**src/hdl/tsf_pkg.sv**
```systemverilog
`timescale 1ns / 1ps
// shared types, codes and constants for the turn signal flasher
package tsf_pkg;

   localparam int HALF_PERIOD_BITS = 16;
   localparam int DUR_CFG_BITS     = 20;
   localparam int DURATION_BITS_DEFAULT = 20;

   localparam logic [HALF_PERIOD_BITS-1:0] HALF_PERIOD_RESET = 16'd333;
   localparam logic [DUR_CFG_BITS-1:0]     SHORT_DUR_RESET   = 20'd3800;
   localparam logic [DUR_CFG_BITS-1:0]     LONG_DUR_RESET    = 20'd15000;

   localparam int CSR_INDEX_BITS = 2;
   localparam logic [CSR_INDEX_BITS-1:0] CSR_HALF_PERIOD = 2'd0;
   localparam logic [CSR_INDEX_BITS-1:0] CSR_SHORT_DUR   = 2'd1;
   localparam logic [CSR_INDEX_BITS-1:0] CSR_LONG_DUR    = 2'd2;

   localparam logic OP_TICK = 1'b0;
   localparam logic OP_MODE = 1'b1;

   localparam logic [2:0] MODE_OFF         = 3'd0;
   localparam logic [2:0] MODE_LEFT_SHORT  = 3'd1;
   localparam logic [2:0] MODE_LEFT_LONG   = 3'd2;
   localparam logic [2:0] MODE_RIGHT_SHORT = 3'd3;
   localparam logic [2:0] MODE_RIGHT_LONG  = 3'd4;
   localparam logic [2:0] MODE_HAZARD      = 3'd5;
   localparam logic [2:0] MODE_BAD_LOW     = 3'd6;
   localparam logic [2:0] MODE_BAD_HIGH    = 3'd7;

   typedef struct packed {
      logic en;
      logic tick;
      logic start;
      logic stop;
      logic limited;
   } lamp_cmd_type;

endpackage

```
**src/hdl/tsf_csr.sv**
```systemverilog
`timescale 1ns / 1ps
// configuration registers: half period and the two blink durations
module tsf_csr (
   input  logic                                clock,
   input  logic                                reset,
   input  logic                                csr_we,
   input  logic [tsf_pkg::CSR_INDEX_BITS-1:0]  csr_index,
   input  logic [tsf_pkg::DUR_CFG_BITS-1:0]    csr_wdata,
   output logic [tsf_pkg::HALF_PERIOD_BITS-1:0] half_period,
   output logic [tsf_pkg::DUR_CFG_BITS-1:0]    short_dur,
   output logic [tsf_pkg::DUR_CFG_BITS-1:0]    long_dur
);
   import tsf_pkg::*;

   logic [HALF_PERIOD_BITS-1:0] half_period_ff;
   logic [DUR_CFG_BITS-1:0]     short_dur_ff;
   logic [DUR_CFG_BITS-1:0]     long_dur_ff;

   always_ff @(posedge clock) begin
      if (reset) begin
         half_period_ff <= HALF_PERIOD_RESET;
         short_dur_ff   <= SHORT_DUR_RESET;
         long_dur_ff    <= LONG_DUR_RESET;
      end else if (csr_we) begin
         unique case (csr_index)
            CSR_HALF_PERIOD: half_period_ff <= csr_wdata[HALF_PERIOD_BITS-1:0];
            CSR_SHORT_DUR:   short_dur_ff   <= csr_wdata;
            CSR_LONG_DUR:    long_dur_ff    <= csr_wdata;
            default: ;
         endcase
      end
   end

   assign half_period = half_period_ff;
   assign short_dur   = short_dur_ff;
   assign long_dur    = long_dur_ff;
endmodule

```
**src/hdl/tsf_lamp.sv**
```systemverilog
`timescale 1ns / 1ps
// one lamp: blink enable, level, toggle counter and duration countdown
module tsf_lamp #(
   parameter int DURATION_BITS = tsf_pkg::DURATION_BITS_DEFAULT
) (
   input  logic                                 clock,
   input  logic                                 reset,
   input  tsf_pkg::lamp_cmd_type                cmd,
   input  logic [DURATION_BITS-1:0]             duration,
   input  logic [tsf_pkg::HALF_PERIOD_BITS-1:0] half_period,
   output logic                                 level_next
);
   import tsf_pkg::*;

   logic                        blinking_ff, blinking_in;
   logic                        level_ff, level_in;
   logic                        limited_ff, limited_in;
   logic [HALF_PERIOD_BITS-1:0] count_ff, count_in, count_inc;
   logic [DURATION_BITS-1:0]    left_ff, left_in;

   assign count_inc = HALF_PERIOD_BITS'(count_ff + 1'b1);

   always_comb begin
      blinking_in = blinking_ff;
      level_in    = level_ff;
      limited_in  = limited_ff;
      count_in    = count_ff;
      left_in     = left_ff;
      if (cmd.en) begin
         if (cmd.start) begin
            blinking_in = 1'b1;
            level_in    = 1'b1;
            count_in    = '0;
            limited_in  = cmd.limited;
            left_in     = cmd.limited ? duration : '0;
         end else if (cmd.stop) begin
            blinking_in = 1'b0;
            level_in    = 1'b0;
            count_in    = '0;
            limited_in  = 1'b0;
            left_in     = '0;
         end else if (cmd.tick && blinking_ff) begin
            if (limited_ff && (left_ff <= DURATION_BITS'(1))) begin
               // duration over: wins over any toggle
               blinking_in = 1'b0;
               level_in    = 1'b0;
               count_in    = '0;
               limited_in  = 1'b0;
               left_in     = '0;
            end else begin
               if (limited_ff) begin
                  left_in = DURATION_BITS'(left_ff - 1'b1);
               end
               if (count_inc >= half_period) begin
                  level_in = ~level_ff;
                  count_in = '0;
               end else begin
                  count_in = count_inc;
               end
            end
         end
      end
   end

   always_ff @(posedge clock) begin
      if (reset) begin
         blinking_ff <= 1'b0;
         level_ff    <= 1'b0;
         limited_ff  <= 1'b0;
         count_ff    <= '0;
         left_ff     <= '0;
      end else begin
         blinking_ff <= blinking_in;
         level_ff    <= level_in;
         limited_ff  <= limited_in;
         count_ff    <= count_in;
         left_ff     <= left_in;
      end
   end

   assign level_next = level_in;
endmodule

```
**src/hdl/turn_signal_flasher_unit.sv**
```systemverilog
`timescale 1ns / 1ps
// response path: an accepted request is held in the request register, then
// its response in the response register
// throughput: one request per cycle when the response is not stalled; lamp and mode state update in one pass
// reset: synchronous, active high; lamps dark, mode off, registers to defaults
// top level of the turn signal and hazard flasher
module turn_signal_flasher_unit #(
   parameter int DURATION_BITS = tsf_pkg::DURATION_BITS_DEFAULT
) (
   input  logic                               clock,
   input  logic                               reset,
   input  logic                               req_valid,
   output logic                               req_stall,
   input  logic                               req_opcode,
   input  logic [2:0]                         req_mode_code,
   output logic                               rsp_valid,
   input  logic                               rsp_stall,
   output logic                               rsp_left_lamp,
   output logic                               rsp_right_lamp,
   output logic [2:0]                         rsp_mode_now,
   output logic                               rsp_rejected,
   input  logic                               csr_we,
   input  logic [tsf_pkg::CSR_INDEX_BITS-1:0] csr_index,
   input  logic [tsf_pkg::DUR_CFG_BITS-1:0]   csr_wdata
);
   import tsf_pkg::*;

   logic [HALF_PERIOD_BITS-1:0] half_period;
   logic [DUR_CFG_BITS-1:0]     short_dur, long_dur;
   logic [DUR_CFG_BITS+DURATION_BITS-1:0] short_ext, long_ext;
   logic [DURATION_BITS-1:0]    short_mask, long_mask;

   logic       req_valid_ff;
   logic       req_op_ff;
   logic [2:0] req_code_ff;
   logic       advance;

   logic       rsp_valid_ff;
   logic       rsp_left_ff, rsp_right_ff, rsp_rejected_ff;
   logic [2:0] rsp_mode_ff;

   logic [2:0] stored_mode_ff, stored_mode_in;
   logic [2:0] prev_mode_ff, prev_mode_in;
   logic       hazard_ff, hazard_in;

   logic         is_cmd, bad_code, hazard_next;
   logic         left_level, right_level;
   lamp_cmd_type left_cmd, right_cmd;
   logic [DURATION_BITS-1:0] left_dur, right_dur;

   tsf_csr u_csr (
      .clock       (clock),
      .reset       (reset),
      .csr_we      (csr_we),
      .csr_index   (csr_index),
      .csr_wdata   (csr_wdata),
      .half_period (half_period),
      .short_dur   (short_dur),
      .long_dur    (long_dur)
   );

   assign short_ext  = {{DURATION_BITS{1'b0}}, short_dur};
   assign long_ext   = {{DURATION_BITS{1'b0}}, long_dur};
   assign short_mask = short_ext[DURATION_BITS-1:0];
   assign long_mask  = long_ext[DURATION_BITS-1:0];

   // request register and response register handshake
   assign advance   = req_valid_ff && (!rsp_valid_ff || !rsp_stall);
   assign req_stall = req_valid_ff && !advance;

   always_ff @(posedge clock) begin
      if (reset) begin
         req_valid_ff <= 1'b0;
      end else if (!req_stall) begin
         req_valid_ff <= req_valid;
      end
   end

   always_ff @(posedge clock) begin
      if (req_valid && !req_stall) begin
         req_op_ff   <= req_opcode;
         req_code_ff <= req_mode_code;
      end
   end

   // mode decode
   assign is_cmd      = (req_op_ff == OP_MODE);
   assign bad_code    = (req_code_ff == MODE_BAD_LOW) || (req_code_ff == MODE_BAD_HIGH);
   assign hazard_next = (prev_mode_ff == MODE_HAZARD) ? ~hazard_ff : 1'b1;

   always_comb begin
      left_cmd         = '0;
      right_cmd        = '0;
      left_cmd.en      = advance;
      right_cmd.en     = advance;
      left_cmd.tick    = !is_cmd;
      right_cmd.tick   = !is_cmd;
      left_dur         = short_mask;
      right_dur        = short_mask;
      stored_mode_in   = stored_mode_ff;
      prev_mode_in     = prev_mode_ff;
      hazard_in        = hazard_ff;
      if (is_cmd) begin
         stored_mode_in = req_code_ff;
         if (!bad_code) begin
            prev_mode_in = req_code_ff;
         end
         unique case (req_code_ff) inside
            MODE_OFF: begin
               left_cmd.stop  = 1'b1;
               right_cmd.stop = 1'b1;
            end
            MODE_LEFT_SHORT, MODE_LEFT_LONG: begin
               left_cmd.start   = 1'b1;
               left_cmd.limited = 1'b1;
               left_dur         = (req_code_ff == MODE_LEFT_LONG) ? long_mask : short_mask;
               right_cmd.stop   = 1'b1;
            end
            MODE_RIGHT_SHORT, MODE_RIGHT_LONG: begin
               right_cmd.start   = 1'b1;
               right_cmd.limited = 1'b1;
               right_dur         = (req_code_ff == MODE_RIGHT_LONG) ? long_mask : short_mask;
               left_cmd.stop     = 1'b1;
            end
            MODE_HAZARD: begin
               hazard_in       = hazard_next;
               left_cmd.start  = hazard_next;
               right_cmd.start = hazard_next;
               left_cmd.stop   = !hazard_next;
               right_cmd.stop  = !hazard_next;
            end
            default: ;
         endcase
      end
   end

   tsf_lamp #(.DURATION_BITS(DURATION_BITS)) u_lamp_left (
      .clock       (clock),
      .reset       (reset),
      .cmd         (left_cmd),
      .duration    (left_dur),
      .half_period (half_period),
      .level_next  (left_level)
   );

   tsf_lamp #(.DURATION_BITS(DURATION_BITS)) u_lamp_right (
      .clock       (clock),
      .reset       (reset),
      .cmd         (right_cmd),
      .duration    (right_dur),
      .half_period (half_period),
      .level_next  (right_level)
   );

   always_ff @(posedge clock) begin
      if (reset) begin
         stored_mode_ff <= MODE_OFF;
         prev_mode_ff   <= MODE_OFF;
         hazard_ff      <= 1'b0;
      end else if (advance) begin
         stored_mode_ff <= stored_mode_in;
         prev_mode_ff   <= prev_mode_in;
         hazard_ff      <= hazard_in;
      end
   end

   always_ff @(posedge clock) begin
      if (reset) begin
         rsp_valid_ff <= 1'b0;
      end else if (advance) begin
         rsp_valid_ff <= 1'b1;
      end else if (!rsp_stall) begin
         rsp_valid_ff <= 1'b0;
      end
   end

   always_ff @(posedge clock) begin
      if (advance) begin
         rsp_left_ff     <= left_level;
         rsp_right_ff    <= right_level;
         rsp_mode_ff     <= stored_mode_in;
         rsp_rejected_ff <= is_cmd && bad_code;
      end
   end

   assign rsp_valid      = rsp_valid_ff;
   assign rsp_left_lamp  = rsp_left_ff;
   assign rsp_right_lamp = rsp_right_ff;
   assign rsp_mode_now   = rsp_mode_ff;
   assign rsp_rejected   = rsp_rejected_ff;
endmodule

```
**config.mk**
```make
export PLATFORM = sky130hd
export DESIGN_NAME = turn_signal_flasher_unit
export DESIGN_NICKNAME = d
export VERILOG_FILES = /design/src/hdl/tsf_pkg.sv /design/src/hdl/tsf_csr.sv /design/src/hdl/tsf_lamp.sv /design/src/hdl/turn_signal_flasher_unit.sv
export SDC_FILE = /design/constraint.sdc
export NUM_CORES = 1
export LEC_CHECK = 0
export ABC_CLOCK_PERIOD_IN_PS = 9900
export BUFFER_PORTS_ARGS = -buffer_cell sky130_fd_sc_hd__buf_2
export CAP_MARGIN = 20
export CORE_UTILIZATION = 33
export DETAILED_ROUTE_END_ITERATION = 16
export GPL_TIMING_DRIVEN = 0
export MAX_ROUTING_LAYER = met4
export PLACE_DENSITY_LB_ADDON = 0.15
export SLEW_MARGIN = 10
export SYNTH_ARGS = -nofsm -noshare
export SYNTH_HDL_FRONTEND = slang
export SYNTH_SLANG_ARGS = --single-unit
export TNS_END_PERCENT = 20
```
**constraint.sdc**
```tcl
create_clock -name clock -period 9.9 [get_ports clock]
set_input_delay 1.98 -clock clock [delete_from_list [all_inputs] [get_ports clock]]
set_output_delay 1.98 -clock clock [all_outputs]
set_load 0.05 [all_outputs]
```
# Word-level counts from Yosys, hierarchy flattened
# Cells that the tools add are included.
# word_totals
output_inout_bits	8
register_bits	153
# classes
n_reduce_logical	39
addsub	4
mux	62
magnitude_cmp	4
eq_ne	11
bitwise	4
# ops
operator	n
$mux W20	18
$mux W16	10
$le A20 B1 Y1 const B	2
$sub A20 B1 Y20 const B	2
$add A16 B1 Y16 const B	2
$ge A16 B16 Y1	2
$mux W1	27
$reduce_and A3 Y1	6
$eq A3 B3 Y1 const B	5
$reduce_bool A3 Y1	4
$reduce_and A2 Y1	5
$mux W3	3
$logic_and A1 B1 Y1	8
$pmux W1 S2	4
$reduce_bool A4 Y1	2
$eq A3 B2 Y1 const B	2
$logic_not A1 Y1	6
$reduce_or A3 Y1	2
$not A1 Y1	4
$reduce_or A2 Y1	2
$eq A3 B1 Y1 const B	1
$logic_not A3 Y1	1
$eq A2 B1 Y1 const B	1
$eq A2 B2 Y1 const B	1
other kinds (3)	4

# Depth between registers and ports, before layout
# Gate-level depths: netlist of run 1.
# logic_depth
word_depth	8
depth_mapped	14

# By module
# Synthesis of run 1 repeated with hierarchy kept, for this count alone.
# hier_totals
hier_cells	1099
area_unflattened_um2	9374.0
# modules_own_cells
module	cells_per_inst	area_per_inst_um2	instances
tsf_lamp at u_lamp_right	385	2839.0	1
tsf_lamp at u_lamp_left	372	2820.2	1
tsf_csr	221	2294.7	1
turn_signal_flasher_unit	121	1420.1	1

# Worst setup path after synthesis of run 1
# No wires, ideal clock.
# synth_timing
kind	input to output
from	in rsp_stall
to	out req_stall
n_path_buf	0
cell_stages	1
t_arrival_ps	2461
slack_ps	5459
required_ps	7920
path_cell_list	and3_1
# synth_via
elab_chain_len	5
# synth_lines
item	line_no	rtl
start, declared	turn_signal_flasher_unit.sv:17	input logic rsp_stall,
$logic_not A1 Y1	n/a	
$logic_or A1 B1 Y1	turn_signal_flasher_unit.sv:68	assign advance = req_valid_ff && (!rsp_valid_ff || !rsp_stall);
$logic_and A1 B1 Y1	turn_signal_flasher_unit.sv:68	
$logic_not A1 Y1	turn_signal_flasher_unit.sv:69	assign req_stall = req_valid_ff && !advance;
$logic_and A1 B1 Y1	turn_signal_flasher_unit.sv:69	
end, declared	turn_signal_flasher_unit.sv:13	output logic req_stall,
# No other way between the ends.

# Worst setup path in the final report of run 1
# Same ends and word-level chain as after synthesis.

==> impl_metrics.tcl, run 1 <==
set metrics [dict create \
    outcome "complete, no violations" \
    drt_first_pass_iters 5 \
    total_congestion_overflow 0 \
    setup-tns-final_ns 0 \
    vias 8303 \
    syn-cell-area_um2 8600 \
    global_route_wire_length_before_repair_um 43300 \
    die_area_um2 26700 \
    via_per_inst 5.45 \
    layout.filler_cells 2709 \
    io_buffer_count 38 \
    max-vdd-ir-drop_uv 101 \
    final_hold_violation_count 0 \
    seq_power_share_pct 42.7 \
    finalWorstPathRequiredPeriod_ns 4.52 \
    power.density_nw_per_um2 158 \
    post-place-cells 1490 \
    die-height_um 163 \
    core_area_um2 25400 \
    die_width_um 163 \
    number_of_antenna_violations_at_the_first_check_in_global_routing 0 \
    timing.reg2reg.worst_path_depth 14 \
    first_global_vias 7632 \
    diodes 0 \
    finalNonFillerCells 1523 \
    cts_made_buffers 17 \
    worst_hold_slack_ns 0.453 \
    route.detailed.drc 0 \
    timing.final.crit_share_pct 45.7 \
    power.switching_uw 444 \
    tightest_slew_ns 0.916 \
    maximum_number_of_pins_on_one_net_before_global_route_repair 17 \
    replace_congestion 0.858 \
    post_cts.resized_instances 0 \
    timing.critical_path.from_type "primary input" \
    clkLatencyLatePin_ns 0.43 \
    groute.usage.overall_pct 22.2 \
    layout-area-overhead-vs-synth_pct 14.0 \
    wl_final_um 28300 \
    drive_above_1_share_pct 7.46 \
    combinational_cell_fraction_of_total_power_pct 14.7 \
    register_area_um2 3160 \
    async_flop_share_pct 0 \
    hpwl_um 20900 \
    worstHoldPathType "flop to flop" \
    cts_setup_buffers 0 \
    cts_sinks 153 \
    std_cell_rows 58 \
    worstHoldPathCells 2 \
    cts_hold_buffers 0 \
    clock_path_buffers 2 \
    critPathRequiredTime_ns 7.92 \
    synth_seq_cells 153 \
    mapped_avg_cell_area_um2 7.66 \
    final_max_slew_viol_count 0 \
    leakagePower_nw 3.60 \
    clk_pin_slew_worst_paths_ns 0.06 \
    fraction_of_power_consumed_by_the_clock_network_pct 42.5 \
    worst-endpoint-arrival_ns 2.54 \
    worst_clock_skew_ns 0.0141 \
    worstSetupPathType "primary input to output pin" \
    ctsRootBufferMaster "sky130_fd_sc_hd__clkbuf_16" \
    synthesis.yosys.warnings 0 \
    grt_setup_unrepaired "false" \
    synth.net_count 1191 \
    floorplan.io_pins 39 \
    ys_flop_type "sky130_fd_sc_hd__dfxtp_1" \
    drtIter0Drc 724 \
    timing.critical_path.fanout_max 3 \
    syn-instance-count 1122 \
    fmax_ghz 0.221 \
    synth.lib_cells_used.distinct 64 \
    number_of_enable_flip_flop_cells_after_synthesis 10 \
    worst_slew_margin_rel_pct 38.7 \
    total_of_endpoints_with_negative_setup_slack_in_the_final_report 0 \
    start_util_pct 33.9 \
    drv_cap 0 \
    end_kind "output pin" \
    power.switching_fraction_pct 28.7 \
    internal-power_mw 1.10 \
    drtAntennaViolNets 0 \
    multi_input_area_um2 4970 \
    cts_tree "done" \
    synth-seq-area-share_pct 36.8 \
    design_power_total_mw 1.55 \
    routed_wire_length_per_instance_um 18.6 \
    clock_tree.htree_level_count 4 \
    finish.net_count 1249 \
]
==> flip-flops by register name, summed over array words and instances, names as in the netlist, 16 cells and up <==
| signal | cells |
|---|---|
| u_csr.long_dur | 20 |
| u_csr.short_dur | 20 |
| u_lamp_left.left_ff | 20 |
| u_lamp_right.left_ff | 20 |
| u_csr.half_period | 16 |
| u_lamp_left.count_ff | 16 |
| u_lamp_right.count_ff | 16 |
==> worst max-delay path, cell delays in order <==
cell,delay [ns]
sky130_fd_sc_hd__buf_2,0.10
sky130_fd_sc_hd__and3_1,0.19
sky130_fd_sc_hd__buf_2,0.27
==> layer usage <==
layer | wire length (µm) | global-route usage (%) | vias to the layer above
met3 | 1560 | 3.07 | 36
met5 | 0 | - | -
met2 | 12800 | 33.9 | 239
li1 | - | - | 4118
met4 | 560 | 7.18 | 0
met1 | 13400 | 30.1 | 3910
==> through the flow <==
stage	setup slack (ns)	instance area (µm²)	util (%)
after floorplan	5.46	8600	-
after global placement	4.63	9200	36.2
after detailed placement	5.38	9210	36.3
after CTS	5.38	9800	38.6
after global routing	5.23	9800	38.6
final	5.38	9800	38.6
==> power groups by stage <==
stage / sequential [mW] / clock [mW] / combinational (mW)
2_1_floorplan: 0.676 / 0 / 0.149
3_3_place_gp: 0.674 / 0 / 0.224
3_5_place_dp: 0.674 / 0 / 0.224
4_1_cts: 0.661 / 0.669 / 0.225
5_1_grt: 0.664 / 0.698 / 0.250
6_report: 0.661 / 0.658 / 0.228
==> cell families (layout without fill, tap and decap cells) <==
family	count (synthesis)	count (layout)	synth area share [%]
and+or+nand+nor	471	471	26.0
AOI/OAI and AO/OA	296	296	20.9
DFF	153	153	36.8
buffers and inverters	116	187	5.43
adders and majority gates	38	38	5.53
muxes	25	25	2.94
xor gates and xnor gates	23	23	2.34
==> synthesized netlist by cell type, types with 3 or more instances <==
cell type | count | area share [%]
sky130_fd_sc_hd__a32o_1 | 4 | 0.47
sky130_fd_sc_hd__nor3_1 | 27 | 1.6
sky130_fd_sc_hd__xnor2_1 | 16 | 1.6
sky130_fd_sc_hd__o21a_1 | 4 | 0.35
sky130_fd_sc_hd__a22oi_1 | 4 | 0.35
sky130_fd_sc_hd__edfxtp_1 | 10 | 3.5
sky130_fd_sc_hd__nor2_1 | 72 | 3.1
sky130_fd_sc_hd__o211ai_1 | 8 | 0.70
sky130_fd_sc_hd__and3b_1 | 4 | 0.41
sky130_fd_sc_hd__nand4_1 | 20 | 1.5
sky130_fd_sc_hd__a21oi_1 | 120 | 7.0
sky130_fd_sc_hd__and3_1 | 8 | 0.58
sky130_fd_sc_hd__ha_1 | 38 | 5.5
sky130_fd_sc_hd__o22ai_1 | 15 | 1.1
sky130_fd_sc_hd__o21ai_0 | 62 | 3.6
sky130_fd_sc_hd__o32a_1 | 4 | 0.47
sky130_fd_sc_hd__o221ai_1 | 5 | 0.51
sky130_fd_sc_hd__inv_1 | 47 | 2.1
sky130_fd_sc_hd__or4_1 | 4 | 0.35
sky130_fd_sc_hd__and2_1 | 7 | 0.51
sky130_fd_sc_hd__clkbuf_1 | 60 | 2.6
sky130_fd_sc_hd__dfxtp_1 | 143 | 33
sky130_fd_sc_hd__a211oi_1 | 6 | 0.52
sky130_fd_sc_hd__nand2_1 | 217 | 9.5
sky130_fd_sc_hd__a21o_1 | 6 | 0.52
sky130_fd_sc_hd__xor2_1 | 7 | 0.71
sky130_fd_sc_hd__a31oi_1 | 24 | 1.7
sky130_fd_sc_hd__buf_1 | 4 | 0.17
sky130_fd_sc_hd__nand3_1 | 27 | 1.6
sky130_fd_sc_hd__mux2i_1 | 23 | 2.7
sky130_fd_sc_hd__nand3b_1 | 24 | 2.1
sky130_fd_sc_hd__buf_6 | 4 | 0.52
sky130_fd_sc_hd__a32oi_1 | 3 | 0.31
sky130_fd_sc_hd__a211o_1 | 4 | 0.41
sky130_fd_sc_hd__nor3b_1 | 6 | 0.52
sky130_fd_sc_hd__or3_1 | 7 | 0.51
sky130_fd_sc_hd__nor4_1 | 14 | 1.0
sky130_fd_sc_hd__a41o_1 | 4 | 0.47
sky130_fd_sc_hd__o32ai_1 | 8 | 0.81
sky130_fd_sc_hd__nor2b_1 | 8 | 0.58
sky130_fd_sc_hd__nand2b_1 | 15 | 1.1
==> placed cells by master, fill, tap and decap left out, types with 6 or more instances in the layout <==
master                      count
sky130_fd_sc_hd__nand2_1      217
sky130_fd_sc_hd__dfxtp_1      143
sky130_fd_sc_hd__a21oi_1      120
sky130_fd_sc_hd__nor2_1        72
sky130_fd_sc_hd__clkbuf_1      62
sky130_fd_sc_hd__o21ai_0       62
sky130_fd_sc_hd__inv_1         47
sky130_fd_sc_hd__buf_2         39
sky130_fd_sc_hd__ha_1          38
sky130_fd_sc_hd__nand3_1       27
sky130_fd_sc_hd__nor3_1        27
sky130_fd_sc_hd__nand3b_1      24
sky130_fd_sc_hd__a31oi_1       24
sky130_fd_sc_hd__mux2i_1       23
sky130_fd_sc_hd__nand4_1       20
sky130_fd_sc_hd__clkbuf_16     18
sky130_fd_sc_hd__xnor2_1       16
sky130_fd_sc_hd__nand2b_1      15
sky130_fd_sc_hd__o22ai_1       15
sky130_fd_sc_hd__nor4_1        14
sky130_fd_sc_hd__edfxtp_1      10
sky130_fd_sc_hd__and3_1         8
sky130_fd_sc_hd__nor2b_1        8
sky130_fd_sc_hd__o211ai_1       8
sky130_fd_sc_hd__o32ai_1        8
sky130_fd_sc_hd__xor2_1         7
sky130_fd_sc_hd__or3_1          7
sky130_fd_sc_hd__and2_1         7
sky130_fd_sc_hd__a211oi_1       6
sky130_fd_sc_hd__nor3b_1        6
sky130_fd_sc_hd__a21o_1         6
==> area by class of cell <==
cell class              instances  area share (%)
plain buffers                  69            2.96
clock buffers                  23            5.09
clock inverters                 9           0.906
inverters                      47            1.80
multi-input cells             853            50.8
flip-flops and latches        153            32.3
well taps                     330            4.21
repair buffers                 39            1.99
==> path summary, 6_finish.rpt <==
check | startpoint | slack (ns) | to
hold reg to reg | stored_mode_ff[1]$_SDFFE_PP0P_ | 0.45 | stored_mode_ff[1]$_SDFFE_PP0P_
setup / recovery | rsp_stall | 5.38 | req_stall
setup reg to reg | u_lamp_right.count_ff[0]$_SDFFE_PP0P_ | 5.65 | u_lamp_right.count_ff[2]$_SDFFE_PP0P_
hold / removal | stored_mode_ff[1]$_SDFFE_PP0P_ | 0.45 | stored_mode_ff[1]$_SDFFE_PP0P_
(Power assumes the default switching activity.)
==> run 2: changes to the inputs <==
--- a/config.mk
+++ b/config.mk
@@ -5,7 +5,7 @@
 export SDC_FILE = /design/constraint.sdc
 export NUM_CORES = 1
 export LEC_CHECK = 0
-export ABC_CLOCK_PERIOD_IN_PS = 9900
+export ABC_CLOCK_PERIOD_IN_PS = 4300
 export BUFFER_PORTS_ARGS = -buffer_cell sky130_fd_sc_hd__buf_2
 export CAP_MARGIN = 20
 export CORE_UTILIZATION = 33
==> constraint.sdc (replaced) <==
create_clock -name clock -period 4.3 [get_ports clock]
set_input_delay 0.86 -clock clock [delete_from_list [all_inputs] [get_ports clock]]
set_output_delay 0.86 -clock clock [all_outputs]
set_load 0.05 [all_outputs]
==> impl_metrics.tcl, run 2 (synthesized netlist as in run 1, its figures left out) <==
set metrics [dict create \
    critPathRequiredTime_ns 4.64 \
    power.density_nw_per_um2 363 \
    grt_setup_unrepaired "true" \
    register_area_um2 3160 \
    outcome "complete, no violations" \
    final_hold_violation_count 0 \
    die-height_um 163 \
    clock_path_buffers 2 \
    clock_tree.htree_level_count 4 \
    gr-usage-met1_pct 30.1 \
    std_cell_rows 58 \
    replace_congestion 0.858 \
    maximum_number_of_pins_on_one_net_before_global_route_repair 17 \
    clk_pin_slew_worst_paths_ns 0.06 \
    setup.reg_to_reg.worst_slack_ns 0.48 \
    drive_above_1_share_pct 7.71 \
    area_after_detailed_placement_um2 9210 \
    max-vdd-ir-drop_uv 233 \
    worst_clock_skew_ns 0.0129 \
    cts_hold_buffers 0 \
    finish.net_count 1249 \
    r2r_start "u_lamp_left.count_ff[0]$_SDFFE_PP0P_" \
    timing.critical_path.fanout_max 10 \
    drv_cap 0 \
    start_util_pct 33.9 \
    timing.reg2reg.worst_path_depth 12 \
    power.switching_mw 1.02 \
    via_per_inst 5.47 \
    die_width_um 163 \
    io_buffer_count 38 \
    internal-power_mw 2.54 \
    die_area_um2 26700 \
    first_global_vias 7632 \
    number_of_antenna_violations_at_the_first_check_in_global_routing 0 \
    hpwl_um 20900 \
    drt_first_pass_iters 6 \
    fmax_ghz 0.262 \
    critical_path.endpoint "u_lamp_left.count_ff[14]$_SDFFE_PP0P_" \
    route.detailed.drc 0 \
    cts_sinks 153 \
    seq_power_share_pct 42.7 \
    worst_slew_margin_rel_pct 39.3 \
    critical_path.reg2reg.endpoint "u_lamp_left.count_ff[14]$_SDFFE_PP0P_" \
    drtIter0Drc 745 \
    routed_wire_length_per_instance_um 18.6 \
    multi_input_area_um2 5000 \
    layout-area-overhead-vs-synth_pct 14.3 \
    global_route_met3_utilization_pct 3.07 \
    finalWorstPathRequiredPeriod_ns 3.82 \
    layout.cells.most_common "sky130_fd_sc_hd__nand2_1" \
    ctsRootBufferMaster "sky130_fd_sc_hd__clkbuf_16" \
    layout.cells.most_common_list "217 x sky130_fd_sc_hd__nand2_1, 143 x sky130_fd_sc_hd__dfxtp_1, 120 x sky130_fd_sc_hd__a21oi_1, 72 x sky130_fd_sc_hd__nor2_1, 62 x sky130_fd_sc_hd__o21ai_0" \
    busiest_layer "met2" \
    clkLatencyLatePin_ns 0.43 \
    worstHoldPathType "flop to flop" \
    timing.final.crit_share_pct 88.9 \
    end_kind "flop" \
    cts_tree "done" \
    core_area_um2 25400 \
    total_congestion_overflow 0 \
    power.switching_fraction_pct 28.7 \
    postLayoutCellArea_um2 9830 \
    cts_setup_buffers 0 \
    wl_final_um 28400 \
    final_max_slew_viol_count 0 \
    layout.filler_cells 2706 \
    timing.critical_path.from_type "flop" \
    use_met2_pct 33.9 \
    tightest_slew_ns 0.910 \
    design_power_total_mw 3.56 \
    worstSetupPathType "flop to flop" \
    leakagePower_nw 3.61 \
    worst-endpoint-arrival_ns 4.16 \
    diodes 0 \
    cts_made_buffers 17 \
    post_cts.resized_instances 0 \
    crit_path_start "u_lamp_left.count_ff[0]$_SDFFE_PP0P_" \
    floorplan.io_pins 39 \
    drtAntennaViolNets 0 \
    groute.usage.overall_pct 22.2 \
    total_of_endpoints_with_negative_setup_slack_in_the_final_report 0 \
    setup-tns-final_ns 0 \
    fraction_of_power_consumed_by_the_clock_network_pct 42.5 \
    global_route_wire_length_before_repair_um 43300 \
    combinational_cell_fraction_of_total_power_pct 14.7 \
    vias 8337 \
]
run 2: worst max-delay path: stages, from the launching register on:
cell                       delay (ns)
sky130_fd_sc_hd__dfxtp_1         0.45
sky130_fd_sc_hd__ha_1            0.28
sky130_fd_sc_hd__nand3_1         0.29
sky130_fd_sc_hd__nor3_2          0.37
sky130_fd_sc_hd__nand3_1         0.19
sky130_fd_sc_hd__xnor2_1         0.17
sky130_fd_sc_hd__ha_1            0.28
sky130_fd_sc_hd__nand4_1         0.13
sky130_fd_sc_hd__nor4_1          0.07
sky130_fd_sc_hd__a211oi_1        0.42
sky130_fd_sc_hd__clkbuf_1        0.42
sky130_fd_sc_hd__nand3b_1        0.39
sky130_fd_sc_hd__o211ai_1        0.29
run 2: how the worst min path moves through the flow:
| stage | start | endpoint | slack, ns | depth (start not counted) |
|---|---|---|---|---|
| after floorplan | stored_mode_ff[0]$_SDFFE_PP0P_ | stored_mode_ff[0]$_SDFFE_PP0P_ | 0.43 | 2 |
| after global placement | stored_mode_ff[0]$_SDFFE_PP0P_ | stored_mode_ff[0]$_SDFFE_PP0P_ | 0.44 | 2 |
| after detailed placement | stored_mode_ff[1]$_SDFFE_PP0P_ | stored_mode_ff[1]$_SDFFE_PP0P_ | 0.45 | 2 |
| after CTS | stored_mode_ff[1]$_SDFFE_PP0P_ | stored_mode_ff[1]$_SDFFE_PP0P_ | 0.45 | 2 |
| after global routing | u_csr.half_period[9]$_SDFFE_PP0P_ | u_csr.half_period[9]$_SDFFE_PP0P_ | 0.47 | 2 |
| final | stored_mode_ff[1]$_SDFFE_PP0P_ | stored_mode_ff[1]$_SDFFE_PP0P_ | 0.45 | 2 |
run 2: routing by layer:
metal / vias to the layer above / wire length (µm)
li1: 4112 / -
met5: - / 0
met1: 3954 / 13600
met2: 232 / 12900
met3: 39 / 1340
met4: 0 / 597
run 2: through the flow:
step	setup WS [ns]	utilization (%)	hold slack, ns	cells
2_1_floorplan	0.737	-	0.434	1122
3_3_place_gp	-0.971	36.2	0.440	1490
3_5_place_dp	0.00815	36.3	0.446	1490
4_1_cts	0.0275	38.6	0.454	1522
5_1_grt	0.0227	38.7	0.468	1523
6_report	0.479	38.7	0.455	1523
run 2: power groups by stage:
stage	combinational [mW]	sequential, mW	clock, mW
finish	0.525	1.52	1.51
global route	0.577	1.53	1.61
CTS	0.518	1.52	1.54
detailed placement	0.515	1.55	0
global placement	0.515	1.55	0
floorplan	0.344	1.56	0
run 2: area by class of cell:
type                       count  share of cell area [%]
buffer                        69                    2.97
clock buffer                  23                    5.08
clock inverter                 9                   0.904
inverter                      47                    1.80
multi-input combinational    853                    50.9
sequential                   153                    32.2
tap                          330                    4.20
timing repair buffer          39                    1.99
==> run 3: changes to the inputs <==
--- a/config.mk
+++ b/config.mk
@@ -8,8 +8,10 @@
 export ABC_CLOCK_PERIOD_IN_PS = 4300
 export BUFFER_PORTS_ARGS = -buffer_cell sky130_fd_sc_hd__buf_2
 export CAP_MARGIN = 20
+export CORE_ASPECT_RATIO = 2
 export CORE_UTILIZATION = 33
 export DETAILED_ROUTE_END_ITERATION = 16
+export GPL_ROUTABILITY_DRIVEN = 1
 export GPL_TIMING_DRIVEN = 0
 export MAX_ROUTING_LAYER = met4
 export PLACE_DENSITY_LB_ADDON = 0.15
==> impl_metrics.tcl, run 3 (synthesized netlist as in run 1, its figures left out) <==
set metrics [dict create \
    outcome "complete, no violations" \
    cts_tree "done" \
    fmax_ghz 0.251 \
    total_of_endpoints_with_negative_setup_slack_in_the_final_report 0 \
    max-vdd-ir-drop_uv 266 \
    timing.critical_path.fanout_max 10 \
    drv_cap 0 \
    io_buffer_count 38 \
    layout.filler_cells 2731 \
    clkLatencyLatePin_ns 0.45 \
    worst_clock_skew_ns 0.0121 \
    floorplan.io_pins 39 \
    timing.critical_path.from_type "flop" \
    drtIter0Drc 533 \
    routed_wire_length_per_instance_um 20.1 \
    end_kind "flop" \
    wl_final_um 30800 \
    layout.cells.most_common_list "217 x sky130_fd_sc_hd__nand2_1, 143 x sky130_fd_sc_hd__dfxtp_1, 120 x sky130_fd_sc_hd__a21oi_1, 72 x sky130_fd_sc_hd__nor2_1, 62 x sky130_fd_sc_hd__o21ai_0" \
    timing.final.crit_share_pct 92.8 \
    core_area_um2 25700 \
    first_global_vias 8307 \
    final_hold_violation_count 0 \
    layout-area-overhead-vs-synth_pct 14.5 \
    worst_hold_slack_ns 0.456 \
    slowest_delay_ns 0.53 \
    die_width_um 116 \
    critPathRequiredTime_ns 4.67 \
    tightest_slew_ns 0.965 \
    std_cell_rows 83 \
    groute.usage.overall_pct 24.9 \
    worstPathCellList "ha_1, nand3_1, nor2_1, xor2_1, ha_1, o21a_1, nor3_1, nor4_1, a211oi_1, clkbuf_2, clkbuf_1, nand3_1, a21oi_1" \
    layout.cells.most_common "sky130_fd_sc_hd__nand2_1" \
    design_power_total_mw 3.61 \
    ctsRootBufferMaster "sky130_fd_sc_hd__clkbuf_16" \
    diodes 0 \
    final_max_slew_viol_count 0 \
    drive_above_1_share_pct 7.72 \
    drt_first_pass_iters 5 \
    via_per_inst 5.49 \
    clock_tree.htree_level_count 4 \
    finish.net_count 1249 \
    hpwl_um 24100 \
    cts_made_buffers 17 \
    start_util_pct 33.5 \
    post-place-cells 1500 \
    cts_sinks 153 \
    drtAntennaViolNets 0 \
    route.detailed.drc 0 \
    maximum_number_of_pins_on_one_net_before_global_route_repair 17 \
    finalWorstPathRequiredPeriod_ns 3.99 \
    utilization_pct 38.4 \
    worst-endpoint-arrival_ns 4.36 \
    leakagePower_nw 3.61 \
    clk_pin_slew_worst_paths_ns 0.06 \
    number_of_antenna_violations_at_the_first_check_in_global_routing 0 \
    placement.setup.worst_slack_ns -0.0653 \
    die-height_um 230 \
    worstSetupPathType "flop to flop" \
    register_area_um2 3160 \
    clock_path_buffers 2 \
    power.density_nw_per_um2 367 \
    multi_input_area_um2 5000 \
    replace_congestion 0.911 \
    grt_setup_unrepaired "false" \
    vias 8408 \
    worst_slew_margin_rel_pct 35.7 \
    die_area_um2 26700 \
    cpMaxStageDelayCell "sky130_fd_sc_hd__a211oi_1" \
    total_congestion_overflow 0 \
    layout_setup_ws_ns 0.311 \
    finalNonFillerCells 1532 \
    worstHoldPathType "flop to flop" \
    global_route_wire_length_before_repair_um 47200 \
]
-- run 3: cell count changes in the layout (fill, tap and decap cells not counted), sizes merged --
cell	delta
inv	+1
clkinv	-1
clkbuf	-2
bufinv	+1
-- run 3: where the power goes --
part	switching (mW)	total [mW]	internal [mW]
clock	0.643	1.56	0.917
sequential	0.0401	1.52	1.48
combinational	0.352	0.530	0.178
total	1.04	3.61	2.58
-- run 3: routing by layer --
metal  share of wire, %  global-route usage, %  up-vias
li1                   -                      -     4121
met1                 36                   23.7     3957
met2                 53                   43.9      241
met3                3.6                   3.93       89
met4                8.1                   18.8        0
met5                  0                      -        -
-- run 3: worst paths after layout --
path	start	end	depth (start not counted)	slack [ns]
setup / recovery	u_lamp_left.count_ff[0]$_SDFFE_PP0P_	u_lamp_left.count_ff[0]$_SDFFE_PP0P_	13	0.31
hold / removal	stored_mode_ff[0]$_SDFFE_PP0P_	stored_mode_ff[0]$_SDFFE_PP0P_	2	0.46
setup reg to reg	u_lamp_left.count_ff[0]$_SDFFE_PP0P_	u_lamp_left.count_ff[0]$_SDFFE_PP0P_	13	0.31
hold reg to reg	stored_mode_ff[0]$_SDFFE_PP0P_	stored_mode_ff[0]$_SDFFE_PP0P_	2	0.46
-- run 3: metrics by stage --
step / area (µm²) / TNS [ns]
2_1_floorplan: 8600 / 0
3_3_place_gp: 9210 / -13.91
3_5_place_dp: 9220 / -0.282
4_1_cts: 9830 / 0
5_1_grt: 9850 / 0
6_report: 9850 / 0
-- run 3: what timing repair did --
action / CTS / global route
resized for setup: 2 / 2
hold endpoints to repair: 0 / 0
hold buffers: 0 / 0
setup buffers: 0 / 0
cloned: 0 / 0
endpoints found under the setup margin: 11 / 22
-- run 3: worst max-delay path: cells and delay by family, from the launching register on --
| kind | cells | cell delay [ns] |
|---|---|---|
| AND/OR/NAND/NOR | 5 | 0.86 |
| buffers and inverters | 2 | 0.82 |
| AO/OA/AOI/OAI | 3 | 0.79 |
| adder cells (fa/ha/maj) | 2 | 0.61 |
| flip-flops | 1 | 0.45 |
| XOR/XNOR | 1 | 0.38 |
-- run 3: area by class of cell --
| class | instances | share of cell area, % |
|---|---|---|
| multi-input cells | 853 | 50.8 |
| flip-flops and latches | 153 | 32.1 |
| clock buffers | 21 | 4.89 |
| well taps | 340 | 4.32 |
| plain buffers | 69 | 2.96 |
| repair buffers | 39 | 1.98 |
| inverters | 47 | 1.79 |
| clock inverters | 10 | 1.18 |
